--- src/rtl/core/ple_pkg.sv ---
`timescale 1ns / 1ps
// Shared types for the positional list engine: command and status codes,
// and the command/status bundles between controller and datapath. No dependencies.
package ple_pkg;

	typedef enum logic [2:0] {
		CMD_INSERT = 3'd0,
		CMD_DELETE = 3'd1,
		CMD_READ   = 3'd2,
		CMD_LOCATE = 3'd3,
		CMD_COUNT  = 3'd4,
		CMD_CLEAR  = 3'd5
	} cmd_t;

	typedef enum logic [2:0] {
		ST_OK        = 3'd0,
		ST_BAD_POS   = 3'd1,
		ST_EMPTY     = 3'd2,
		ST_FULL      = 3'd3,
		ST_NOT_FOUND = 3'd4
	} st_t;

	// read address select, shared by both stores
	typedef enum logic [1:0] {
		RA_NODE = 2'd0,
		RA_PTR  = 2'd1,
		RA_LINK = 2'd2
	} ra_t;

	// link store write select
	typedef enum logic [2:0] {
		LW_NONE       = 3'd0,
		LW_SWEEP      = 3'd1,
		LW_NODE_FIRST = 3'd2,
		LW_NODE_LINK  = 3'd3,
		LW_NODE_FREE  = 3'd4,
		LW_PTR_NODE   = 3'd5,
		LW_PTR_LINK   = 3'd6
	} lw_t;

	typedef struct packed {
		logic load;
		logic setup;
		logic clr;
		logic sweep;
		logic rd;
		ra_t  ra;
		lw_t  lw;
		logic iwr;
		logic free_take;
		logic free_put;
		logic first_node;
		logic first_link;
		logic node_take;
		logic adv;
		logic dec;
		logic kinc;
		logic inc;
		logic del;
		logic rval_load;
		logic fpos_load;
		logic emit;
		st_t  emit_st;
	} ctl_cmd_t;

	typedef struct packed {
		cmd_t op;
		st_t  err;
		logic pos_one;
		logic steps_zero;
		logic match;
		logic last;
		logic sweep_last;
	} ctl_sts_t;

endpackage

--- src/rtl/core/positional_list_engine.sv ---
`timescale 1ns / 1ps
// Positional list engine: ordered byte list held as linked nodes with a free list.
// The walk follows one link per cycle through the link store read port.
// Reset and clear run a sweep over all nodes to rebuild the free chain; busy is high.
// One command at a time; the next is taken while done is high, except after a clear,
// which sweeps first. Done cannot be stalled.
module positional_list_engine #(
	parameter int CAPACITY = 64
) (
	input  logic       clk,
	input  logic       arst_n,
	input  logic       start,
	output logic       busy,
	input  logic [2:0] command,
	input  logic [7:0] position,
	input  logic [7:0] item_value,
	output logic       done,
	output logic [2:0] status,
	output logic [7:0] result_value,
	output logic [7:0] found_position,
	output logic [7:0] item_count
);

	import ple_pkg::*;

	ctl_cmd_t cmd;
	ctl_sts_t sts;

	ple_ctrl u_ctrl (
		.clk    (clk),
		.arst_n (arst_n),
		.start  (start),
		.sts    (sts),
		.busy   (busy),
		.cmd    (cmd)
	);

	ple_dpath #(.CAPACITY(CAPACITY)) u_dpath (
		.clk            (clk),
		.arst_n         (arst_n),
		.cmd            (cmd),
		.sts            (sts),
		.command        (command),
		.position       (position),
		.item_value     (item_value),
		.done           (done),
		.status         (status),
		.result_value   (result_value),
		.found_position (found_position),
		.item_count     (item_count)
	);

endmodule

--- src/rtl/core/ple_ram.sv ---
`timescale 1ns / 1ps
// Generic single-write, single-read RAM with registered read data.
// No dependencies.
module ple_ram #(
	parameter int WIDTH = 8,
	parameter int DEPTH = 64
) (
	input  logic                     clk,
	input  logic                     we,
	input  logic [$clog2(DEPTH)-1:0] waddr,
	input  logic [WIDTH-1:0]         wdata,
	input  logic                     re,
	input  logic [$clog2(DEPTH)-1:0] raddr,
	output logic [WIDTH-1:0]         rdata
);

	logic [WIDTH-1:0] mem [DEPTH];

	always_ff @(posedge clk) begin
		if (we) begin
			mem[waddr] <= wdata;
		end
		if (re) begin
			rdata <= mem[raddr];
		end
	end

endmodule

--- src/rtl/core/ple_ctrl.sv ---
`timescale 1ns / 1ps
// Controller state machine for the positional list engine.
// Depends on ple_pkg.
module ple_ctrl (
	input  logic              clk,
	input  logic              arst_n,
	input  logic              start,
	input  ple_pkg::ctl_sts_t sts,
	output logic              busy,
	output ple_pkg::ctl_cmd_t cmd
);

	import ple_pkg::*;

	typedef enum logic [4:0] {
		S_SWEEP,
		S_IDLE,
		S_DECODE,
		S_INS_FREE,
		S_INS_TAKE,
		S_WALK0,
		S_WALK,
		S_INS_RDP,
		S_INS_LINKN,
		S_INS_LINKP,
		S_DEL_RDP,
		S_DEL_GETQ,
		S_DEL_RDQ,
		S_DEL_UNLINK,
		S_DEL_FREE,
		S_RD_ITEM,
		S_RD_DONE,
		S_LOC_RD,
		S_LOC_CHK
	} state_t;

	state_t state_q, state_d, post_walk;

	always_comb begin
		unique case (sts.op)
			CMD_INSERT: post_walk = S_INS_RDP;
			CMD_DELETE: post_walk = S_DEL_RDP;
			default:    post_walk = S_RD_ITEM;
		endcase
	end

	always_comb begin
		cmd     = '0;
		state_d = state_q;
		unique case (state_q)
			S_SWEEP: begin
				cmd.sweep = 1'b1;
				cmd.lw    = LW_SWEEP;
				if (sts.sweep_last) begin
					state_d = S_IDLE;
				end
			end
			S_IDLE: begin
				if (start) begin
					cmd.load = 1'b1;
					state_d  = S_DECODE;
				end
			end
			S_DECODE: begin
				cmd.setup = 1'b1;
				if (sts.err != ST_OK) begin
					cmd.emit    = 1'b1;
					cmd.emit_st = sts.err;
					state_d     = S_IDLE;
				end else begin
					unique case (sts.op)
						CMD_INSERT: state_d = S_INS_FREE;
						CMD_DELETE: state_d = sts.pos_one ? S_DEL_RDQ : S_WALK0;
						CMD_READ:   state_d = S_WALK0;
						CMD_LOCATE: state_d = S_LOC_RD;
						CMD_CLEAR: begin
							cmd.clr  = 1'b1;
							cmd.emit = 1'b1;
							state_d  = S_SWEEP;
						end
						default: begin
							cmd.emit = 1'b1;
							state_d  = S_IDLE;
						end
					endcase
				end
			end
			S_INS_FREE: begin
				cmd.rd  = 1'b1;
				cmd.ra  = RA_NODE;
				state_d = S_INS_TAKE;
			end
			S_INS_TAKE: begin
				cmd.free_take = 1'b1;
				cmd.iwr       = 1'b1;
				if (sts.pos_one) begin
					cmd.lw         = LW_NODE_FIRST;
					cmd.first_node = 1'b1;
					cmd.inc        = 1'b1;
					cmd.emit       = 1'b1;
					state_d        = S_IDLE;
				end else begin
					state_d = S_WALK0;
				end
			end
			S_WALK0: begin
				if (sts.steps_zero) begin
					state_d = post_walk;
				end else begin
					cmd.rd  = 1'b1;
					cmd.ra  = RA_PTR;
					cmd.dec = 1'b1;
					state_d = S_WALK;
				end
			end
			S_WALK: begin
				cmd.adv = 1'b1;
				if (sts.steps_zero) begin
					state_d = post_walk;
				end else begin
					cmd.rd  = 1'b1;
					cmd.ra  = RA_LINK;
					cmd.dec = 1'b1;
				end
			end
			S_INS_RDP: begin
				cmd.rd  = 1'b1;
				cmd.ra  = RA_PTR;
				state_d = S_INS_LINKN;
			end
			S_INS_LINKN: begin
				cmd.lw  = LW_NODE_LINK;
				state_d = S_INS_LINKP;
			end
			S_INS_LINKP: begin
				cmd.lw   = LW_PTR_NODE;
				cmd.inc  = 1'b1;
				cmd.emit = 1'b1;
				state_d  = S_IDLE;
			end
			S_DEL_RDP: begin
				cmd.rd  = 1'b1;
				cmd.ra  = RA_PTR;
				state_d = S_DEL_GETQ;
			end
			S_DEL_GETQ: begin
				cmd.node_take = 1'b1;
				cmd.rd        = 1'b1;
				cmd.ra        = RA_LINK;
				state_d       = S_DEL_UNLINK;
			end
			S_DEL_RDQ: begin
				cmd.rd  = 1'b1;
				cmd.ra  = RA_NODE;
				state_d = S_DEL_UNLINK;
			end
			S_DEL_UNLINK: begin
				cmd.rval_load = 1'b1;
				if (sts.pos_one) begin
					cmd.first_link = 1'b1;
				end else begin
					cmd.lw = LW_PTR_LINK;
				end
				state_d = S_DEL_FREE;
			end
			S_DEL_FREE: begin
				cmd.lw       = LW_NODE_FREE;
				cmd.free_put = 1'b1;
				cmd.del      = 1'b1;
				cmd.emit     = 1'b1;
				state_d      = S_IDLE;
			end
			S_RD_ITEM: begin
				cmd.rd  = 1'b1;
				cmd.ra  = RA_PTR;
				state_d = S_RD_DONE;
			end
			S_RD_DONE: begin
				cmd.rval_load = 1'b1;
				cmd.emit      = 1'b1;
				state_d       = S_IDLE;
			end
			S_LOC_RD: begin
				cmd.rd  = 1'b1;
				cmd.ra  = RA_PTR;
				state_d = S_LOC_CHK;
			end
			S_LOC_CHK: begin
				if (sts.match) begin
					cmd.fpos_load = 1'b1;
					cmd.emit      = 1'b1;
					state_d       = S_IDLE;
				end else if (sts.last) begin
					cmd.emit    = 1'b1;
					cmd.emit_st = ST_NOT_FOUND;
					state_d     = S_IDLE;
				end else begin
					cmd.adv  = 1'b1;
					cmd.kinc = 1'b1;
					cmd.rd   = 1'b1;
					cmd.ra   = RA_LINK;
				end
			end
			default: state_d = S_IDLE;
		endcase
	end

	always_ff @(posedge clk or negedge arst_n) begin
		if (!arst_n) begin
			state_q <= S_SWEEP;
		end else begin
			state_q <= state_d;
		end
	end

	assign busy = (state_q != S_IDLE);

endmodule

--- src/rtl/core/ple_dpath.sv ---
`timescale 1ns / 1ps
// Datapath for the positional list engine: node stores, list registers,
// walk pointer and result registers. Depends on ple_pkg and ple_ram.
module ple_dpath #(
	parameter int CAPACITY = 64
) (
	input  logic              clk,
	input  logic              arst_n,
	input  ple_pkg::ctl_cmd_t cmd,
	output ple_pkg::ctl_sts_t sts,
	input  logic [2:0]        command,
	input  logic [7:0]        position,
	input  logic [7:0]        item_value,
	output logic              done,
	output logic [2:0]        status,
	output logic [7:0]        result_value,
	output logic [7:0]        found_position,
	output logic [7:0]        item_count
);

	import ple_pkg::*;

	localparam int IW = $clog2(CAPACITY);
	localparam int CW = $clog2(CAPACITY + 1);

	logic [2:0]    cmd_q;
	logic [7:0]    pos_q;
	logic [7:0]    val_q;
	logic [IW-1:0] first_q;
	logic [IW-1:0] free_q;
	logic [CW-1:0] total_q;
	logic [CW-1:0] total_nxt;
	logic [IW-1:0] ptr_q;
	logic [IW-1:0] node_q;
	logic [IW-1:0] sw_q;
	logic [7:0]    steps_q;
	logic [7:0]    kpos_q;
	logic [7:0]    rval_q;
	logic [7:0]    fpos_q;
	logic [2:0]    stat_q;
	logic [7:0]    cnt_q;
	logic          done_q;

	logic [IW-1:0] link_rd;
	logic [7:0]    item_rd;
	logic [IW-1:0] raddr;
	logic          lwe;
	logic [IW-1:0] lwaddr;
	logic [IW-1:0] lwdata;

	cmd_t          op;
	st_t           err;
	logic [8:0]    pos9;
	logic [8:0]    tot9;
	logic          pos_zero;
	logic          ins_bad;
	logic          rng_bad;
	logic          full;

	ple_ram #(.WIDTH(IW), .DEPTH(CAPACITY)) u_link (
		.clk   (clk),
		.we    (lwe),
		.waddr (lwaddr),
		.wdata (lwdata),
		.re    (cmd.rd),
		.raddr (raddr),
		.rdata (link_rd)
	);

	ple_ram #(.WIDTH(8), .DEPTH(CAPACITY)) u_item (
		.clk   (clk),
		.we    (cmd.iwr),
		.waddr (node_q),
		.wdata (val_q),
		.re    (cmd.rd),
		.raddr (raddr),
		.rdata (item_rd)
	);

	always_comb begin
		case (cmd.ra)
			RA_NODE: raddr = node_q;
			RA_LINK: raddr = link_rd;
			default: raddr = ptr_q;
		endcase
	end

	always_comb begin
		lwe    = 1'b1;
		lwaddr = node_q;
		lwdata = first_q;
		case (cmd.lw)
			LW_SWEEP: begin
				lwaddr = sw_q;
				lwdata = (sw_q == IW'(CAPACITY - 1)) ? '0 : sw_q + 1'b1;
			end
			LW_NODE_FIRST: lwdata = first_q;
			LW_NODE_LINK:  lwdata = link_rd;
			LW_NODE_FREE:  lwdata = free_q;
			LW_PTR_NODE: begin
				lwaddr = ptr_q;
				lwdata = node_q;
			end
			LW_PTR_LINK: begin
				lwaddr = ptr_q;
				lwdata = link_rd;
			end
			default: lwe = 1'b0;
		endcase
	end

	// command checks
	assign op       = cmd_t'(cmd_q);
	assign pos9     = {1'b0, pos_q};
	assign tot9     = 9'(total_q);
	assign pos_zero = (pos_q == 8'd0);
	assign ins_bad  = pos_zero || (pos9 > tot9 + 9'd1);
	assign rng_bad  = pos_zero || (pos9 > tot9);
	assign full     = (total_q == CW'(CAPACITY));

	always_comb begin
		case (op)
			CMD_INSERT: err = ins_bad ? ST_BAD_POS : (full ? ST_FULL : ST_OK);
			CMD_DELETE: err = (total_q == '0) ? ST_EMPTY : (rng_bad ? ST_BAD_POS : ST_OK);
			CMD_READ:   err = rng_bad ? ST_BAD_POS : ST_OK;
			CMD_LOCATE: err = (total_q == '0) ? ST_NOT_FOUND : ST_OK;
			default:    err = ST_OK;
		endcase
	end

	always_comb begin
		if (cmd.clr) begin
			total_nxt = '0;
		end else if (cmd.inc) begin
			total_nxt = total_q + 1'b1;
		end else if (cmd.del) begin
			total_nxt = total_q - 1'b1;
		end else begin
			total_nxt = total_q;
		end
	end

	assign sts.op         = op;
	assign sts.err        = err;
	assign sts.pos_one    = (pos_q == 8'd1);
	assign sts.steps_zero = (steps_q == 8'd0);
	assign sts.match      = (item_rd == val_q);
	assign sts.last       = (kpos_q == 8'(total_q));
	assign sts.sweep_last = (sw_q == IW'(CAPACITY - 1));

	// list control registers
	always_ff @(posedge clk or negedge arst_n) begin
		if (!arst_n) begin
			first_q <= '0;
			free_q  <= '0;
			total_q <= '0;
			sw_q    <= '0;
			done_q  <= 1'b0;
		end else begin
			total_q <= total_nxt;
			done_q  <= cmd.emit;
			if (cmd.clr) begin
				first_q <= '0;
				free_q  <= '0;
				sw_q    <= '0;
			end else begin
				if (cmd.sweep) begin
					sw_q <= sw_q + 1'b1;
				end
				if (cmd.first_node) begin
					first_q <= node_q;
				end else if (cmd.first_link) begin
					first_q <= link_rd;
				end
				if (cmd.free_take) begin
					free_q <= link_rd;
				end else if (cmd.free_put) begin
					free_q <= node_q;
				end
			end
		end
	end

	// working and result registers
	always_ff @(posedge clk) begin
		if (cmd.load) begin
			cmd_q <= command;
			pos_q <= position;
			val_q <= item_value;
		end
		if (cmd.setup) begin
			ptr_q   <= first_q;
			node_q  <= (op == CMD_INSERT) ? free_q : first_q;
			steps_q <= (op == CMD_READ) ? pos_q - 8'd1 : pos_q - 8'd2;
			kpos_q  <= 8'd1;
			rval_q  <= 8'd0;
			fpos_q  <= 8'd0;
		end else begin
			if (cmd.adv) begin
				ptr_q <= link_rd;
			end
			if (cmd.node_take) begin
				node_q <= link_rd;
			end
			if (cmd.dec) begin
				steps_q <= steps_q - 8'd1;
			end
			if (cmd.kinc) begin
				kpos_q <= kpos_q + 8'd1;
			end
			if (cmd.rval_load) begin
				rval_q <= item_rd;
			end
			if (cmd.fpos_load) begin
				fpos_q <= kpos_q;
			end
		end
		if (cmd.emit) begin
			stat_q <= cmd.emit_st;
			cnt_q  <= 8'(total_nxt);
		end
	end

	assign done           = done_q;
	assign status         = stat_q;
	assign result_value   = rval_q;
	assign found_position = fpos_q;
	assign item_count     = cnt_q;

endmodule

--- config.mk ---
export PLATFORM = sky130hd
export DESIGN_NAME = positional_list_engine
export DESIGN_NICKNAME = d
export VERILOG_FILES = /design/src/rtl/core/ple_pkg.sv /design/src/rtl/core/positional_list_engine.sv /design/src/rtl/core/ple_ram.sv /design/src/rtl/core/ple_ctrl.sv /design/src/rtl/core/ple_dpath.sv
export SDC_FILE = /design/constraint.sdc
export NUM_CORES = 1
export LEC_CHECK = 0
export ABC_AREA = 1
export ABC_CLOCK_PERIOD_IN_PS = 9260
export BUFFER_PORTS_ARGS = -buffer_cell sky130_fd_sc_hd__buf_2
export CORE_MARGIN = 2
export CORE_UTILIZATION = 40
export CTS_CLUSTER_DIAMETER = 200
export DETAILED_ROUTE_END_ITERATION = 7
export SLEW_MARGIN = 40
export SYNTH_ARGS = -nofsm -noshare
export SYNTH_HDL_FRONTEND = slang
export SYNTH_HIERARCHICAL = 1
export SYNTH_SLANG_ARGS = --single-unit
--- constraint.sdc ---
create_clock -name clk -period 9.26 [get_ports clk]
set_input_delay 1.389 -clock clk [delete_from_list [all_inputs] [get_ports clk]]
set_output_delay 1.389 -clock clk [all_outputs]
set_load 0.01 [all_outputs]
==> results.py <==
metrics = {
    "outcome": {
        "status": "finished, final reports clean",
    },
    "critical_path": {
        "critPathLaunchType": "flop",
        "crit_buf_inv": 4,
        "cp-end-kind": "flop",
        "cpPeakStageDelay_ns": 0.67,
        "crit_slowest_cell": "buf_6",
        "reg2reg_depth": 22,
        "critPathKind": "flop to flop",
        "reg2reg_setup_slack_ns": 3.65,
        "path_delay_family": "simple AND/OR/NAND/NOR gates",
        "r2r-start": "u_dpath/val_q[7]$_DFFE_PP_",
        "crit_fanout": 97,
        "critPathRequiredTime_ns": 9.79,
        "crit_arrival_ns": 6.14,
        "regToRegEndpoint": "u_dpath/u_item/rdata[5]$_DFFE_PP_",
        "crit_chain": "buf_4 > xnor2_1 > nand4_1 > nor4_1 > nor2_1 > nand4_1 > nand2_1 > inv_1 > o21ai_0 > nor2_1 > nand2_1 > nand3_4 > buf_6 > buf_6 > nand2_1 > nand3_1 > nand3_1 > nand2_1 > nand2_1 > nand3_1 > nand3_1 > nand2_1",
        "cpMostUsedCell": "nand2_1",
    },
    "synthesis": {
        "synth_cell_types": 50,
        "synth_top_area_share": 0.656,
        "synthesis.nets": 4084,
        "synth_top_cell_by_area": "edfxtp_1",
        "synth.cell_area_um2": 43900,
        "synth.avg_cell_area_um2": 10.9,
        "ys.flop_type": "edfxtp_1",
        "yosys-top-cells-count": "1323 x nand2_1, 959 x edfxtp_1, 819 x nand3_1, 203 x nor2_1, 131 x inv_1",
        "yosys_warnings": 6,
        "seq_area_frac_synth": 0.684,
        "post-synth-top-count-cell": "nand2_1",
        "synth_edf_count": 959,
        "ys_top_cells_by_area": "edfxtp_1 66%, nand2_1 11%, nand3_1 9.3%",
        "synthArstFlopShare": 0.0306,
        "synth_cells": 4036,
        "ys_ff_latch": 1014,
    },
    "layout": {
        "fin_cells": 5541,
        "drive_gt1_frac": 0.0836,
        "fill_cells": 9952,
        "syn_to_final_growth_pct": 10.8,
        "fin_util": 0.447,
        "fin_area_um2": 48700,
        "fin_nets": 4086,
    },
    "die": {
        "initial_utilization": 0.404,
        "placementRows": 121,
        "dieArea_um2": 112000,
        "dieHeight_um": 335,
        "chipWidth_um": 335,
        "num_io_pins": 51,
        "core_area_um2": 109000,
    },
    "hold_path": {
        "min_path_cells": 1,
        "min_from": "u_dpath/kpos_q[7]$_SDFFE_PP0P_",
        "hold_path_class": "flop to flop",
        "hold_end": "u_dpath/kpos_q[7]$_SDFFE_PP0P_",
    },
    "routing": {
        "drt_iter0_drc": 2921,
        "vias": 29600,
        "wl_per_cell_um": 19.8,
        "drc": 0,
        "ant_nets": 0,
        "dr.pass1.iters": 6,
        "routed_wl_mm": 110,
        "drt-vias-per-instance": 5.34,
    },
    "clock_tree": {
        "cts_resized": 0,
        "hold_buffers": 0,
        "cts_tree": "done",
        "cts_buffers": 105,
        "htreeDepth": 3,
        "path_clk_slew_ns": 0.06,
        "clockBufferDepth": 3,
        "cts_root_buf": "clkbuf_16",
        "post_cts_buffers": 0,
        "clk-insertion-delay-late_ns": 0.68,
        "cts_sinks": 1014,
    },
    "placement": {
        "place_congestion": 0.916,
        "hpwl_mm": 64.7,
        "dp_cells": 5341,
        "portBuffers": 49,
        "placed_cell_area_um2": 45200,
    },
    "sta": {
        "fin_crit_ns": 5.61,
        "max-slew-margin-rel": 0.392,
        "timing.final.max_slew_violations": 0,
        "worst_pin_slew_ns": 0.909,
        "skew_ns": 0.0376,
        "fmax_mhz": 178,
        "finalSetupViolCount": 0,
        "setup_tns_ns": 0,
        "finalCritPeriodShare": 0.606,
        "hold_viol": 0,
        "rsz0062_at_grt": "no",
    },
    "power": {
        "finalPower_mw": 15.0,
        "peakVddDrop_uv": 229,
        "power.density_nw_per_um2": 309,
        "leakage_nw": 17.9,
    },
    "global_routing": {
        "grt_pass1_wl_mm": 169,
        "grt_max_degree": 134,
        "grt_overflow": 0,
        "antenna_found_initial": 0,
        "track_usage": 0.193,
        "grt_pass1_vias": 28300,
    },
    "job": {
        "maxCapViolations": 0,
    },
}
==> layout by cell type, fill, tap and decap left out, types with 10 or more instances in the layout <==
master     netlist  layout
buf_4           35      51
ha_1            26      26
edfxtp_1       959     959
o21ai_0         74      72
buf_2           86      49
nand3_1        819     815
clkbuf_16        0     108
inv_1          131     129
clkinv_2         0      14
clkbuf_1        37      32
dfxtp_1         24      24
o211ai_1        10      10
nor2_1         203     170
nand4_1         32      32
o22ai_1         21      21
buf_6           39      10
dfrtp_1         31      31
a21oi_1         37      37
inv_2           13      12
nor3_1          21      21
xor2_1          13      13
nor4_1          20      18
nor2_2           4      37
clkinv_1         0      20
nand2_1       1323    1322
==> stage by stage <==
stage,hold slack (ns),worst slack [ns]
2_1_floorplan,0.444,4.09
3_3_place_gp,0.488,3.24
3_5_place_dp,0.493,3.45
4_1_cts,0.509,3.40
5_1_grt,0.532,3.23
6_report,0.507,3.65
==> how the worst max path moves through the flow <==
stage                                from  cells past startpoint  slack [ns]                                  to
4_1_cts        u_dpath/val_q[7]$_DFFE_PP_                     22        3.40   u_dpath/u_item/rdata[0]$_DFFE_PP_
3_5_place_dp   u_dpath/val_q[7]$_DFFE_PP_                     22        3.45   u_dpath/u_item/rdata[7]$_DFFE_PP_
3_3_place_gp   u_dpath/val_q[0]$_DFFE_PP_                     22        3.24   u_dpath/u_item/rdata[5]$_DFFE_PP_
2_1_floorplan  u_dpath/pos_q[5]$_DFFE_PP_                     12        4.09  u_dpath/u_link/mem[0][4]$_DFFE_PP_
6_report       u_dpath/val_q[7]$_DFFE_PP_                     22        3.65   u_dpath/u_item/rdata[5]$_DFFE_PP_
5_1_grt        u_dpath/val_q[7]$_DFFE_PP_                     22        3.23   u_dpath/u_item/rdata[5]$_DFFE_PP_
==> cell type report <==
type | instances | area [um2] | share of cell area
multi-input combinational | 2657 | 12100 | 0.249
antenna | 1 | 2.50 | 0.0000514
sequential | 1014 | 30100 | 0.618
clock buffer | 145 | 2890 | 0.0594
inverter | 145 | 563 | 0.0116
tap | 1414 | 1770 | 0.0364
timing repair buffer | 115 | 828 | 0.0170
clock inverter | 50 | 454 | 0.00933
==> worst register-to-register path: cells and delay by family, from the launching register on <==
kind                      cells  cell delay [ns]
AOI/OAI and AO/OA             1             0.16
xor gates and xnor gates      1             0.21
buffers and inverters         4             2.01
DFF                           1             0.32
and+or+nand+nor              16             2.74
==> flip-flops by register name (all words and copies together), names as in the netlist, 8 cells and up <==
| name | cells |
|---|---|
| u_dpath/u_link/mem | 384 |
| u_dpath/u_item/mem | 512 |
| u_dpath/val_q | 8 |
| u_dpath/steps_q | 8 |
| u_dpath/found_position | 8 |
| u_dpath/u_item/rdata | 8 |
| u_dpath/result_value | 8 |
| u_dpath/kpos_q | 8 |
| u_dpath/pos_q | 8 |
==> per-layer routing <==
layer	share of wire	global-route usage	routed length (um)	up-vias
met5	0	0	0	-
met4	0.024	0.0587	2670	0
met3	0.060	0.0248	6560	174
met2	0.47	0.312	51600	913
met1	0.45	0.272	48800	14400
li1	-	-	-	14100
==> kinds of logic (layout without fill, tap and decap cells) <==
group	count (synthesis)	count (layout)	share of synthesized area
XOR/XNOR	21	21	0.00419
AO/OA/AOI/OAI	161	161	0.0210
adder cells (fa/ha/maj)	26	26	0.00741
flip-flops	1014	1014	0.684
other	1	2	0.0000854
buffers and inverters	365	455	0.0440
multiplexers	1	1	0.000228
AND/OR/NAND/NOR	2447	2447	0.239
==> power by group <==
| group | switching (mW) | total (mW) | internal, mW |
|---|---|---|---|
| clock network | 1.72 | 4.09 | 2.37 |
| registers | 0.202 | 6.03 | 5.82 |
| logic | 3.70 | 4.92 | 1.21 |
Note: power is estimated with default switching activity, not from simulation.
